<file path="config.mk">
export PLATFORM = sky130hd
export DESIGN_NAME = distinct_color_counter_unit_flat
export DESIGN_NICKNAME = d
export VERILOG_FILES = /design/src/hdl/dcc_pkg.sv /design/src/hdl/dcc_in_if.sv /design/src/hdl/dcc_out_if.sv /design/src/hdl/distinct_color_counter_unit.sv /design/src/hdl/dcc_datapath.sv /design/src/hdl/dcc_controller.sv /design/src/flat_wrapper.sv
export SDC_FILE = /design/constraint.sdc
export NUM_CORES = 2
export LEC_CHECK = 0
export BUFFER_PORTS_ARGS = -buffer_cell sky130_fd_sc_hd__buf_2
export CORE_AREA = 2 2 649 651
export DETAILED_ROUTE_END_ITERATION = 12
export DIE_AREA = 0 0 651 653
export MAX_ROUTING_LAYER = met4
export SYNTH_ARGS = -nofsm -noshare
export SYNTH_HDL_FRONTEND = slang
export SYNTH_SLANG_ARGS = --single-unit
</file>
<file path="constraint.sdc">
create_clock -name i_clk -period 8.3 [get_ports i_clk]
set_clock_uncertainty 0.15 [all_clocks]
set_input_delay 0.415 -clock i_clk [delete_from_list [all_inputs] [get_ports i_clk]]
set_output_delay 0.415 -clock i_clk [all_outputs]
set_load 0.02 [all_outputs]
</file>
<file path="src/hdl/dcc_pkg.sv">
`timescale 1ns / 1ps
// ----------------------------------------------------------------------------
// dcc_pkg
// Shared types and constants for the distinct color counter.
// ----------------------------------------------------------------------------
package dcc_pkg;

    // Table geometry
    localparam int TABLE_DEPTH = 64;
    localparam int ADDR_W      = (TABLE_DEPTH > 1) ? $clog2(TABLE_DEPTH) : 1;
    localparam int TOTAL_W     = 7;
    localparam int ENTRY_W     = 6;
    localparam int COLOR_W     = 32;
    localparam int COUNT_W     = 16;

    localparam logic [TOTAL_W-1:0] TOTAL_FULL = TOTAL_W'(TABLE_DEPTH);
    localparam logic [COUNT_W-1:0] COUNT_MAX  = '1;

    // Function codes on the input channel
    localparam logic FUNC_COUNT = 1'b0;
    localparam logic FUNC_DUMP  = 1'b1;

    // Controller states
    typedef enum logic [1:0] {
        S_IDLE,
        S_SEARCH,
        S_DREAD,
        S_OUT
    } t_state;

    // Controller to datapath
    typedef struct packed {
        logic capture;     // latch input color, rewind address
        logic empty_load;  // result for a dump of an empty table
        logic scan;        // read next entry for compare
        logic upd_hit;     // bump matched count, load result
        logic append;      // write new entry, load result
        logic flag_full;   // load dropped-color result
        logic dump_read;   // load result from table at address
        logic dump_next;   // advance dump address
    } t_dp_cmd;

    // Datapath to controller
    typedef struct packed {
        logic func;        // function bit of the offered beat
        logic empty;       // no entries stored
        logic hit;         // compared entry matches
        logic exhausted;   // no more entries to compare
        logic full;        // table holds TABLE_DEPTH entries
        logic res_last;    // result register holds the last beat
    } t_dp_status;

endpackage

</file>
<file path="src/hdl/dcc_in_if.sv">
`timescale 1ns / 1ps
// ----------------------------------------------------------------------------
// dcc_in_if
// Input channel: function code and RGBA color with valid/ready.
// ----------------------------------------------------------------------------
interface dcc_in_if;
    logic       valid;
    logic       ready;
    logic       func;
    logic [7:0] red;
    logic [7:0] green;
    logic [7:0] blue;
    logic [7:0] alpha;

    modport source (output valid, output func, output red, output green,
                    output blue, output alpha, input ready);
    modport sink   (input valid, input func, input red, input green,
                    input blue, input alpha, output ready);
endinterface

</file>
<file path="src/hdl/dcc_out_if.sv">
`timescale 1ns / 1ps
// ----------------------------------------------------------------------------
// dcc_out_if
// Result channel: one table entry report per beat with valid/ready.
// ----------------------------------------------------------------------------
interface dcc_out_if;
    logic        valid;
    logic        ready;
    logic [7:0]  out_red;
    logic [7:0]  out_green;
    logic [7:0]  out_blue;
    logic [7:0]  out_alpha;
    logic [15:0] occurrences;
    logic [5:0]  entry_index;
    logic        entry_valid;
    logic        table_full;
    logic        last;

    modport source (output valid, output out_red, output out_green,
                    output out_blue, output out_alpha, output occurrences,
                    output entry_index, output entry_valid, output table_full,
                    output last, input ready);
    modport sink   (input valid, input out_red, input out_green,
                    input out_blue, input out_alpha, input occurrences,
                    input entry_index, input entry_valid, input table_full,
                    input last, output ready);
endinterface

</file>
<file path="src/hdl/distinct_color_counter_unit.sv">
`timescale 1ns / 1ps
// Count item: accept beat, then up to one compare per stored entry through the single read
// port of the color table, then one result beat (hit, new entry or table-full flag).
// Dump item: one table read plus one result beat per entry; an empty table gives one beat.
// One item in flight; the next item is accepted the cycle after its last result beat.
// Synchronous active-low reset empties the table; no clearing pass is needed.
// ----------------------------------------------------------------------------
// distinct_color_counter_unit
// Counts distinct RGBA colors in a table and reports entries on request.
// ----------------------------------------------------------------------------
module distinct_color_counter_unit
    import dcc_pkg::*;
(
    input  logic      i_clk,
    input  logic      i_rst_n,
    dcc_in_if.sink    i_in,
    dcc_out_if.source o_out
);

    t_dp_cmd    cmd;
    t_dp_status status;
    logic       in_ready;
    logic       out_valid;

    dcc_controller u_ctrl (
        .i_clk       (i_clk),
        .i_rst_n     (i_rst_n),
        .i_in_valid  (i_in.valid),
        .o_in_ready  (in_ready),
        .o_out_valid (out_valid),
        .i_out_ready (o_out.ready),
        .i_status    (status),
        .o_cmd       (cmd)
    );

    dcc_datapath u_dp (
        .i_clk         (i_clk),
        .i_rst_n       (i_rst_n),
        .i_cmd         (cmd),
        .o_status      (status),
        .i_func        (i_in.func),
        .i_red         (i_in.red),
        .i_green       (i_in.green),
        .i_blue        (i_in.blue),
        .i_alpha       (i_in.alpha),
        .o_out_red     (o_out.out_red),
        .o_out_green   (o_out.out_green),
        .o_out_blue    (o_out.out_blue),
        .o_out_alpha   (o_out.out_alpha),
        .o_occurrences (o_out.occurrences),
        .o_entry_index (o_out.entry_index),
        .o_entry_valid (o_out.entry_valid),
        .o_table_full  (o_out.table_full),
        .o_last        (o_out.last)
    );

    assign i_in.ready  = in_ready;
    assign o_out.valid = out_valid;

endmodule

</file>
<file path="src/hdl/dcc_datapath.sv">
`timescale 1ns / 1ps
// ----------------------------------------------------------------------------
// dcc_datapath
// Color/count tables, scan address, compare and result register.
// ----------------------------------------------------------------------------
module dcc_datapath
    import dcc_pkg::*;
(
    input  logic               i_clk,
    input  logic               i_rst_n,
    input  t_dp_cmd            i_cmd,
    output t_dp_status         o_status,
    input  logic               i_func,
    input  logic [7:0]         i_red,
    input  logic [7:0]         i_green,
    input  logic [7:0]         i_blue,
    input  logic [7:0]         i_alpha,
    output logic [7:0]         o_out_red,
    output logic [7:0]         o_out_green,
    output logic [7:0]         o_out_blue,
    output logic [7:0]         o_out_alpha,
    output logic [15:0]        o_occurrences,
    output logic [5:0]         o_entry_index,
    output logic               o_entry_valid,
    output logic               o_table_full,
    output logic               o_last
);

    // Table storage, written and read one address per cycle
    logic [COLOR_W-1:0] color_store [TABLE_DEPTH];
    logic [COUNT_W-1:0] count_store [TABLE_DEPTH];

    logic [TOTAL_W-1:0] r_total;
    logic [TOTAL_W-1:0] r_addr;
    logic [COLOR_W-1:0] r_color;
    logic [COLOR_W-1:0] r_rd_color;
    logic [COUNT_W-1:0] r_rd_count;
    logic [ADDR_W-1:0]  r_rd_idx;
    logic               r_rd_vld;

    logic [COLOR_W-1:0] r_res_color;
    logic [COUNT_W-1:0] r_res_count;
    logic [ENTRY_W-1:0] r_res_idx;
    logic               r_res_valid;
    logic               r_res_full;
    logic               r_res_last;

    logic [COUNT_W-1:0] inc_count;
    logic [TOTAL_W-1:0] addr_plus1;
    logic               wr_en;
    logic [ADDR_W-1:0]  wr_addr;
    logic [COLOR_W-1:0] wr_color;
    logic [COUNT_W-1:0] wr_count;

    // Saturating increment of the compared count
    assign inc_count  = (r_rd_count == COUNT_MAX) ? r_rd_count : r_rd_count + 1'b1;
    assign addr_plus1 = r_addr + 1'b1;

    // Status back to the controller
    always_comb begin
        o_status.func      = i_func;
        o_status.empty     = (r_total == '0);
        o_status.hit       = r_rd_vld && (r_rd_color == r_color);
        o_status.exhausted = (r_addr >= r_total) && !o_status.hit;
        o_status.full      = (r_total >= TOTAL_FULL);
        o_status.res_last  = r_res_last;
    end

    // Table write port: count bump or new entry
    always_comb begin
        wr_en    = i_cmd.upd_hit || i_cmd.append;
        wr_addr  = i_cmd.upd_hit ? r_rd_idx : r_total[ADDR_W-1:0];
        wr_color = r_color;
        wr_count = i_cmd.upd_hit ? inc_count : COUNT_W'(1);
    end

    always_ff @(posedge i_clk) begin
        if (wr_en) begin
            count_store[wr_addr] <= wr_count;
            if (i_cmd.append) begin
                color_store[wr_addr] <= wr_color;
            end
        end
    end

    // Table read port: scan compare register
    always_ff @(posedge i_clk) begin
        if (i_cmd.scan) begin
            r_rd_color <= color_store[r_addr[ADDR_W-1:0]];
            r_rd_count <= count_store[r_addr[ADDR_W-1:0]];
            r_rd_idx   <= r_addr[ADDR_W-1:0];
        end
    end

    // Control registers: entry total, address, read-valid flag
    always_ff @(posedge i_clk) begin
        if (!i_rst_n) begin
            r_total  <= '0;
            r_addr   <= '0;
            r_rd_vld <= 1'b0;
        end else begin
            if (i_cmd.append) begin
                r_total <= r_total + 1'b1;
            end
            if (i_cmd.capture) begin
                r_addr   <= '0;
                r_rd_vld <= 1'b0;
            end else if (i_cmd.scan) begin
                r_addr   <= addr_plus1;
                r_rd_vld <= (r_addr < r_total);
            end else if (i_cmd.dump_next) begin
                r_addr <= addr_plus1;
            end
        end
    end

    // Input color latch
    always_ff @(posedge i_clk) begin
        if (i_cmd.capture) begin
            r_color <= {i_red, i_green, i_blue, i_alpha};
        end
    end

    // Result register
    always_ff @(posedge i_clk) begin
        if (!i_rst_n) begin
            r_res_last <= 1'b0;
        end else if (i_cmd.empty_load) begin
            r_res_color <= '0;
            r_res_count <= '0;
            r_res_idx   <= '0;
            r_res_valid <= 1'b0;
            r_res_full  <= 1'b0;
            r_res_last  <= 1'b1;
        end else if (i_cmd.upd_hit) begin
            r_res_color <= r_color;
            r_res_count <= inc_count;
            r_res_idx   <= ENTRY_W'(r_rd_idx);
            r_res_valid <= 1'b1;
            r_res_full  <= 1'b0;
            r_res_last  <= 1'b1;
        end else if (i_cmd.append) begin
            r_res_color <= r_color;
            r_res_count <= COUNT_W'(1);
            r_res_idx   <= ENTRY_W'(r_total[ADDR_W-1:0]);
            r_res_valid <= 1'b1;
            r_res_full  <= 1'b0;
            r_res_last  <= 1'b1;
        end else if (i_cmd.flag_full) begin
            r_res_color <= r_color;
            r_res_count <= '0;
            r_res_idx   <= '0;
            r_res_valid <= 1'b0;
            r_res_full  <= 1'b1;
            r_res_last  <= 1'b1;
        end else if (i_cmd.dump_read) begin
            r_res_color <= color_store[r_addr[ADDR_W-1:0]];
            r_res_count <= count_store[r_addr[ADDR_W-1:0]];
            r_res_idx   <= ENTRY_W'(r_addr[ADDR_W-1:0]);
            r_res_valid <= 1'b1;
            r_res_full  <= 1'b0;
            r_res_last  <= (addr_plus1 == r_total);
        end
    end

    assign o_out_red     = r_res_color[31:24];
    assign o_out_green   = r_res_color[23:16];
    assign o_out_blue    = r_res_color[15:8];
    assign o_out_alpha   = r_res_color[7:0];
    assign o_occurrences = r_res_count;
    assign o_entry_index = r_res_idx;
    assign o_entry_valid = r_res_valid;
    assign o_table_full  = r_res_full;
    assign o_last        = r_res_last;

endmodule

</file>
<file path="src/hdl/dcc_controller.sv">
`timescale 1ns / 1ps
// ----------------------------------------------------------------------------
// dcc_controller
// Sequencer for search, append, dump and result handshake.
// ----------------------------------------------------------------------------
module dcc_controller
    import dcc_pkg::*;
(
    input  logic       i_clk,
    input  logic       i_rst_n,
    input  logic       i_in_valid,
    output logic       o_in_ready,
    output logic       o_out_valid,
    input  logic       i_out_ready,
    input  t_dp_status i_status,
    output t_dp_cmd    o_cmd
);

    t_state r_state;
    t_state n_state;

    // State register
    always_ff @(posedge i_clk) begin
        if (!i_rst_n) begin
            r_state <= S_IDLE;
        end else begin
            r_state <= n_state;
        end
    end

    // Next state and commands
    always_comb begin
        n_state     = r_state;
        o_cmd       = '0;
        o_in_ready  = 1'b0;
        o_out_valid = 1'b0;
        case (r_state)
            S_IDLE: begin
                o_in_ready = 1'b1;
                if (i_in_valid) begin
                    o_cmd.capture = 1'b1;
                    if (i_status.func == FUNC_DUMP) begin
                        if (i_status.empty) begin
                            o_cmd.empty_load = 1'b1;
                            n_state          = S_OUT;
                        end else begin
                            n_state = S_DREAD;
                        end
                    end else begin
                        n_state = S_SEARCH;
                    end
                end
            end
            S_SEARCH: begin
                if (i_status.hit) begin
                    o_cmd.upd_hit = 1'b1;
                    n_state       = S_OUT;
                end else if (i_status.exhausted) begin
                    if (i_status.full) begin
                        o_cmd.flag_full = 1'b1;
                    end else begin
                        o_cmd.append = 1'b1;
                    end
                    n_state = S_OUT;
                end else begin
                    o_cmd.scan = 1'b1;
                end
            end
            S_DREAD: begin
                o_cmd.dump_read = 1'b1;
                n_state         = S_OUT;
            end
            S_OUT: begin
                o_out_valid = 1'b1;
                if (i_out_ready) begin
                    if (i_status.res_last) begin
                        n_state = S_IDLE;
                    end else begin
                        o_cmd.dump_next = 1'b1;
                        n_state         = S_DREAD;
                    end
                end
            end
            default: begin
                n_state = S_IDLE;
            end
        endcase
    end

endmodule
</file>
<file path="src/flat_wrapper.sv">
// flat-port wrapper written by rule: the top's interface ports become plain ports
module distinct_color_counter_unit_flat import dcc_pkg::*;
  (i_clk, i_rst_n, i_in_valid, i_in_func, i_in_red, i_in_green, i_in_blue, i_in_alpha, i_in_ready, o_out_valid, o_out_out_red, o_out_out_green, o_out_out_blue, o_out_out_alpha, o_out_occurrences, o_out_entry_index, o_out_entry_valid, o_out_table_full, o_out_last, o_out_ready);
  dcc_in_if i_in_i ();
  dcc_out_if o_out_i ();
  input  logic i_clk;
  input  logic i_rst_n;
  input wire logic [$bits(i_in_i.valid)-1:0] i_in_valid;
  input wire logic [$bits(i_in_i.func)-1:0] i_in_func;
  input wire logic [$bits(i_in_i.red)-1:0] i_in_red;
  input wire logic [$bits(i_in_i.green)-1:0] i_in_green;
  input wire logic [$bits(i_in_i.blue)-1:0] i_in_blue;
  input wire logic [$bits(i_in_i.alpha)-1:0] i_in_alpha;
  output wire logic [$bits(i_in_i.ready)-1:0] i_in_ready;
  output wire logic [$bits(o_out_i.valid)-1:0] o_out_valid;
  output wire logic [$bits(o_out_i.out_red)-1:0] o_out_out_red;
  output wire logic [$bits(o_out_i.out_green)-1:0] o_out_out_green;
  output wire logic [$bits(o_out_i.out_blue)-1:0] o_out_out_blue;
  output wire logic [$bits(o_out_i.out_alpha)-1:0] o_out_out_alpha;
  output wire logic [$bits(o_out_i.occurrences)-1:0] o_out_occurrences;
  output wire logic [$bits(o_out_i.entry_index)-1:0] o_out_entry_index;
  output wire logic [$bits(o_out_i.entry_valid)-1:0] o_out_entry_valid;
  output wire logic [$bits(o_out_i.table_full)-1:0] o_out_table_full;
  output wire logic [$bits(o_out_i.last)-1:0] o_out_last;
  input wire logic [$bits(o_out_i.ready)-1:0] o_out_ready;
  assign i_in_i.valid = i_in_valid;
  assign i_in_i.func = i_in_func;
  assign i_in_i.red = i_in_red;
  assign i_in_i.green = i_in_green;
  assign i_in_i.blue = i_in_blue;
  assign i_in_i.alpha = i_in_alpha;
  assign i_in_ready = i_in_i.ready;
  assign o_out_valid = o_out_i.valid;
  assign o_out_out_red = o_out_i.out_red;
  assign o_out_out_green = o_out_i.out_green;
  assign o_out_out_blue = o_out_i.out_blue;
  assign o_out_out_alpha = o_out_i.out_alpha;
  assign o_out_occurrences = o_out_i.occurrences;
  assign o_out_entry_index = o_out_i.entry_index;
  assign o_out_entry_valid = o_out_i.entry_valid;
  assign o_out_table_full = o_out_i.table_full;
  assign o_out_last = o_out_i.last;
  assign o_out_i.ready = o_out_ready;
  distinct_color_counter_unit u_core (.i_clk(i_clk), .i_rst_n(i_rst_n), .i_in(i_in_i), .o_out(o_out_i));
endmodule
</file>
Word level (Yosys, flattened, before mapping)

Memory sizes are Yosys's and may differ from the RTL's. A register that Yosys moved wholly into a read port is not among the register bits.
Cells that the tools add are included.

Add/subtract/negate cells: 3
$mul: 0
Div/mod/pow operators: 0
$lt $le $gt $ge: 3
Equal/unequal tests: 9
Shift-type cells: 0
Muxes and demuxes: 63
Bitwise logic cells: 1
Reductions and logical operators: 12

Operators by type and width:

| cell                  | count |
|---|---|
| $mux 32               | 4 |
| $mux 16               | 6 |
| $mux 6                | 9 |
| $eq 32x32->1          | 1 |
| $mux 1                | 30 |
| $mux 2                | 10 |
| $add 16x1->16 const B | 1 |
| $eq 16x16->1 const B  | 1 |
| $add 7x1->7 const B   | 2 |
| $mux 7                | 2 |
| $pmux 2 s4            | 1 |
| $eq 7x7->1            | 1 |
| $ge 7x7->1            | 1 |
| $ge 7x7->1 const B    | 1 |
| $logic_not 7->1       | 1 |
| $lt 7x7->1            | 1 |
| $reduce_bool 5->1     | 1 |
| $eq 2x2->1 const B    | 2 |
| $mux 4                | 1 |
| $ne 2x2->1 const B    | 2 |
| $ne 3x1->1 const B    | 1 |
| $reduce_and 3->1      | 1 |
| $reduce_or 3->1       | 1 |
| $eq 2x1->1 const B    | 1 |
| other kinds (8)       | 9 |

Register bits after elaboration: 160
Latch bits: 0
Memory bits (writable): 3072
Bits in read-only memories: 0
Input bits: 37
Output and inout port bits: 59
Logic and storage cells: 107
Memories kept: 2

Memory list:

| memory                  | depth | width | read ports | clocked after memory_dff | wr ports | RTL line           | RTL |
|---|---|---|---|---|---|---|---|
| u_core.u_dp.color_store | 64    | 32    | 1          | 1                        | 1        | dcc_datapath.sv:30 | `logic [COLOR_W-1:0] color_store [TABLE_DEPTH];` |
| u_core.u_dp.count_store | 64    | 16    | 1          | 1                        | 1        | dcc_datapath.sv:31 | `logic [COUNT_W-1:0] count_store [TABLE_DEPTH];` |

Depth between registers and ports, before layout

Depth in word-level cells: 11
Gate-level depth with buffers: 11

Cells and area by module

Synthesis repeated with hierarchy kept, for this count alone.

Cells, all modules: 5967
Area, all modules: 125178.8 sq um

By module, submodules not included:

| module         | instances | cells an instance | area each (sq um) |
|---|---|---|---|
| dcc_datapath   | 1         | 5939              | 124903.5 |
| dcc_controller | 1         | 28                | 275.3 |

Worst setup path before layout

OpenSTA, ideal clock, no wires.

Kind: register to register
Start point: reg u_core.u_dp.r_color[19]
End point: mem u_core.u_dp.color_store[49][0], enable pin
Arrival time: 6.302 ns
Data required time: 7.649 ns
Slack: 1.346 ns
Stages on the path, launching flop included: 9
Cells stage by stage: edfxtp_1 > xnor2_1 > nand4_1 > or4_4 > nor4_4 > buf_6 > mux2_2 > buf_2 > nor4_1

Longest elaborated chain between the ends: 10

RTL lines:

| item                                              | RTL line                               | RTL |
|---|---|---|
| start, declared                                   | dcc_datapath.sv:35                     | `logic [COLOR_W-1:0] r_color;` |
| start signal, assigned                            | dcc_datapath.sv:120                    | `r_color <= {i_red, i_green, i_blue, i_alpha};` |
| $eq 32x32->1 *                                    | dcc_datapath.sv:63                     | `o_status.hit = r_rd_vld && (r_rd_color == r_color);` |
| $logic_and 1x1->1 *                               | dcc_datapath.sv:63                     |  |
| $logic_not 1->1                                   | dcc_datapath.sv:64                     | `o_status.exhausted = (r_addr >= r_total) && !o_status.hit;` |
| $logic_and 1x1->1                                 | dcc_datapath.sv:64                     |  |
| $mux 2                                            | dcc_controller.sv:58                   | `end else if (i_status.exhausted) begin` |
| $mux 2                                            | dcc_controller.sv:55                   | `if (i_status.hit) begin` |
| $mux 4 *                                          | dcc_controller.sv:37                   | `case (r_state)` |
| $mux 1 / $logic_or 1x1->1 (equally long branches) | dcc_datapath.sv:80, dcc_datapath.sv:71 |  |
| $mux 1                                            | dcc_datapath.sv:78                     | `if (wr_en) begin` |
| $mux 1 (implied by the code)                      | dcc_datapath.sv:81                     | `color_store[wr_addr] <= wr_color;` |
| end, declared                                     | dcc_datapath.sv:30                     |  |

Mark *: on every way between the ends. The rest lies on a longest branch, timed or not.

Worst setup path after layout

Start point: reg u_core.u_dp.r_color[3]
End point: mem u_core.u_dp.count_store[51][13], enable pin

Longest elaborated chain between the ends: 10

RTL lines:

| item                         | RTL line             | RTL |
|---|---|---|
| $eq 32x32->1 *               | dcc_datapath.sv:63   |  |
| $logic_and 1x1->1 *          | dcc_datapath.sv:63   |  |
| $logic_not 1->1              | dcc_datapath.sv:64   |  |
| $logic_and 1x1->1            | dcc_datapath.sv:64   |  |
| $mux 2                       | dcc_controller.sv:58 |  |
| $mux 2                       | dcc_controller.sv:55 |  |
| $mux 4 *                     | dcc_controller.sv:37 |  |
| $logic_or 1x1->1             | dcc_datapath.sv:71   | `wr_en = i_cmd.upd_hit \|\| i_cmd.append;` |
| $mux 1                       | dcc_datapath.sv:78   |  |
| $mux 1 (implied by the code) | dcc_datapath.sv:79   | `count_store[wr_addr] <= wr_count;` |
| end, declared                | dcc_datapath.sv:31   |  |

Marks and branches as above.

==> results.sh <==
export IMPL_die_area_sq_mm=0.425
export IMPL_drt_iter0_drc=7573
export IMPL_ir_drop_v=0.000171
export IMPL_yosys_warnings=0
export IMPL_fin_nets=6047
export IMPL_worstSetupPathType="flop to flop"
export IMPL_dp_final_hpwl_mm=193
export IMPL_grt_total_usage_pct=15.6
export IMPL_yosysTopAreaCell="edfxtp_1"
export IMPL_dr_pass1_iters=6
export IMPL_fin_ws_ns=2.56
export IMPL_cp_data_required_time_ns=8.60
export IMPL_cts_reportedPaths_clkPinSlew_ns=0.06
export IMPL_outcome="finished clean"
export IMPL_synth_seq_cells=3238
export IMPL_fmax_ghz=0.174
export IMPL_port_buffers=95
export IMPL_critical_path_top_delay_family="simple AND/OR/NAND/NOR gates"
export IMPL_start_util_pct=29.9
export IMPL_grt_overflow=0
export IMPL_cts_tree="done"
export IMPL_powerDensity_mw_per_mm2=250
export IMPL_cp_start_kind="flop"
export IMPL_grt_pass1_wl_mm=468
export IMPL_ys_seq_area_share_pct=77.6
export IMPL_cts_setup_buffers=0
export IMPL_met2_usage_pct=25.0
export IMPL_syn_area_sq_mm=0.125
export IMPL_rows=238
export IMPL_drive_gt1_share_pct=27.5
export IMPL_clock_latency_ns=0.86
export IMPL_grt_pass1_vias=61000
export IMPL_async_flop_share_pct=0
export IMPL_area_delta_synth_final_pct=15.1
export IMPL_fp_dieW_um=651
export IMPL_synth_most_common_cell="edfxtp_1"
export IMPL_drv_cap=0
export IMPL_cts_path_max_buffers=4
export IMPL_final_area_sq_mm=0.144
export IMPL_clockRootBuffer="clkbuf_16"
export IMPL_hold_path_class="primary input to flop"
export IMPL_finalCritPeriodShare_pct=69.2
export IMPL_path_cells="buf_4 > xnor2_1 > nand4_1 > or4b_1 > nor4_4 > buf_4 > mux2_2 > buf_4 > nor4_4"
export IMPL_critPathMostFrequentCell="buf_4"
export IMPL_grt_max_degree=119
export IMPL_crit_path_end_kind="flop"
export IMPL_cts_htree_levels=5
export IMPL_rsz0062_at_grt="no"
export IMPL_critPathSlowestCell="nor4_4"
export IMPL_yosysUniqueCellTypes=72
export IMPL_ys_flop_type="edfxtp_1"
export IMPL_synthCells=5636
export IMPL_globalRouteMet3Util_pct=2.34
export IMPL_hold_viol=0
export IMPL_dp_slack_ns=2.59
export IMPL_fp_dieH_um=653
export IMPL_ant_nets=0
export IMPL_cts_buffers=306
export IMPL_top_usage_layer="met2"
export IMPL_cp_arrival_ns=6.05
export IMPL_syn_area_per_cell_sq_um=22.2
export IMPL_wl_per_cell_um=28.2
export IMPL_worstPathMaxFanout=66
export IMPL_synth_edf_count=3214
export IMPL_route_detailed_drc=0
export IMPL_nFillCells=38300
export IMPL_ioPinCount=96
export IMPL_min_period_ns=5.74
export IMPL_cts_resized_gates=0
export IMPL_synth_area_top_cells="edfxtp_1, mux4_2, mux2i_1"
export IMPL_cts_hold_fix_buffers=38
export IMPL_cp_num_buf_inv=3
export IMPL_synthTopCellsByCount="edfxtp_1, mux4_2, mux2i_1"
export IMPL_post_dp_cell_area_sq_mm=0.134
export IMPL_holdWs_ns=0.119
export IMPL_vias=61300
export IMPL_setup_viol=0
export IMPL_drv_slew=0
export IMPL_viasPerCell=5.22
export IMPL_finalWirelength_mm=332
export IMPL_max_stage_delay_ns=1.09
export IMPL_place_gp_congestion=0.903
export IMPL_antenna_found_initial=7
export IMPL_gr_usage_met1_pct=20.7
export IMPL_synth_fp_nets=5688
export IMPL_clock_sinks=3238
export IMPL_max_slew_margin_pct=5.54
export IMPL_setup_tns_final_ns=0
export IMPL_worst_pin_slew_ns=1.40
export IMPL_p_leak_nw=44.2
export IMPL_coreArea_sq_mm=0.418
export IMPL_synth_top_cell_area_share_pct=77.2
[state kept, by name, indices dropped and copies added (netlist names), named ones only]
name	cells
u_core.u_dp.r_total	7
u_core.u_dp.o_last	1
u_core.u_dp.count_store	1024
u_core.u_dp.r_rd_vld	1
u_core.u_dp.o_occurrences	16
u_core.u_dp.r_addr	7
u_core.u_dp.o_table_full	1
u_core.u_dp.r_rd_idx	6
u_core.u_dp.r_rd_color	32
u_core.u_dp.o_entry_index	6
u_core.u_dp.r_res_color	32
u_core.u_dp.r_rd_count	16
u_core.u_dp.color_store	2048
u_core.u_ctrl.r_state	2
u_core.u_dp.r_color	32
u_core.u_dp.o_entry_valid	1
[final timing paths]
check / depth (start not counted) / slack [ns] / end / start
worst max-delay path: 9 / 2.56 / u_core.u_dp.count_store[51][13] / u_core.u_dp.r_color[3]
worst min-delay path: 2 / 0.12 / u_core.u_dp.r_color[29] / i_in_red[5]
worst max register to register: 9 / 2.56 / u_core.u_dp.count_store[51][13] / u_core.u_dp.r_color[3]
worst min register to register: 1 / 0.37 / u_core.u_dp.r_rd_vld / u_core.u_dp.r_rd_vld
[cell usage in the layout (no fill, tap or decap), types with 24 or more instances in the layout]
cell type	count
o21ai_0	24
buf_4	236
clkinv_1	78
clkinv_2	44
edfxtp_1	3214
a22oi_1	40
nor2_1	27
mux2i_1	277
a21oi_1	51
nor3_1	90
o22ai_1	160
or4_1	34
buf_2	95
dlygate4sd3_1	38
mux4_2	770
nor3_2	40
clkbuf_1	63
nor4_2	79
xnor2_1	41
nand2_1	58
clkbuf_16	312
nand3_1	44
[metrics by stage]
| stage | cells | power, mW | util (%) |
|---|---|---|---|
| 2_1_floorplan | 5636 | 21.4 | - |
| 3_5_place_dp | 11200 | 23.0 | 32.1 |
| 5_1_grt | 11700 | 37.1 | 34.4 |
| 3_3_place_gp | 11200 | 22.9 | 32.1 |
| 4_1_cts | 11700 | 36.3 | 34.4 |
| 6_report | 11700 | 36.0 | 34.4 |
[area by class of cell]
cell class / instances / area, sq um / area share (%)
diodes: 6 / 15.0 / 0.0104
clock buffers: 375 / 8040 / 5.59
clock inverters: 159 / 1270 / 0.880
inverters: 23 / 86.3 / 0.0600
multi-input cells: 2035 / 27500 / 19.1
flip-flops and latches: 3238 / 97000 / 67.4
well taps: 5520 / 6910 / 4.80
repair buffers: 391 / 3060 / 2.13
[power breakdown]
part | total (mW) | switching (mW) | internal [mW]
clock | 13.4 | 5.94 | 7.48
combinational | 3.78 | 2.60 | 1.18
sequential | 18.8 | 0.127 | 18.7
[metal layers]
layer	vias up	routed length (um)
li1	24800	-
met1	33200	134000
met2	2776	162000
met3	491	25200
met4	0	10400
met5	-	0
[cells by family after synthesis]
family,synth area share [%]
mux,16.2
compound gates,2.09
fa+ha+maj,0.150
simple gates,2.35
xor+xnor,0.350
flops,77.6
buf+inv,1.29
Note: power is estimated with default switching activity, not from simulation.
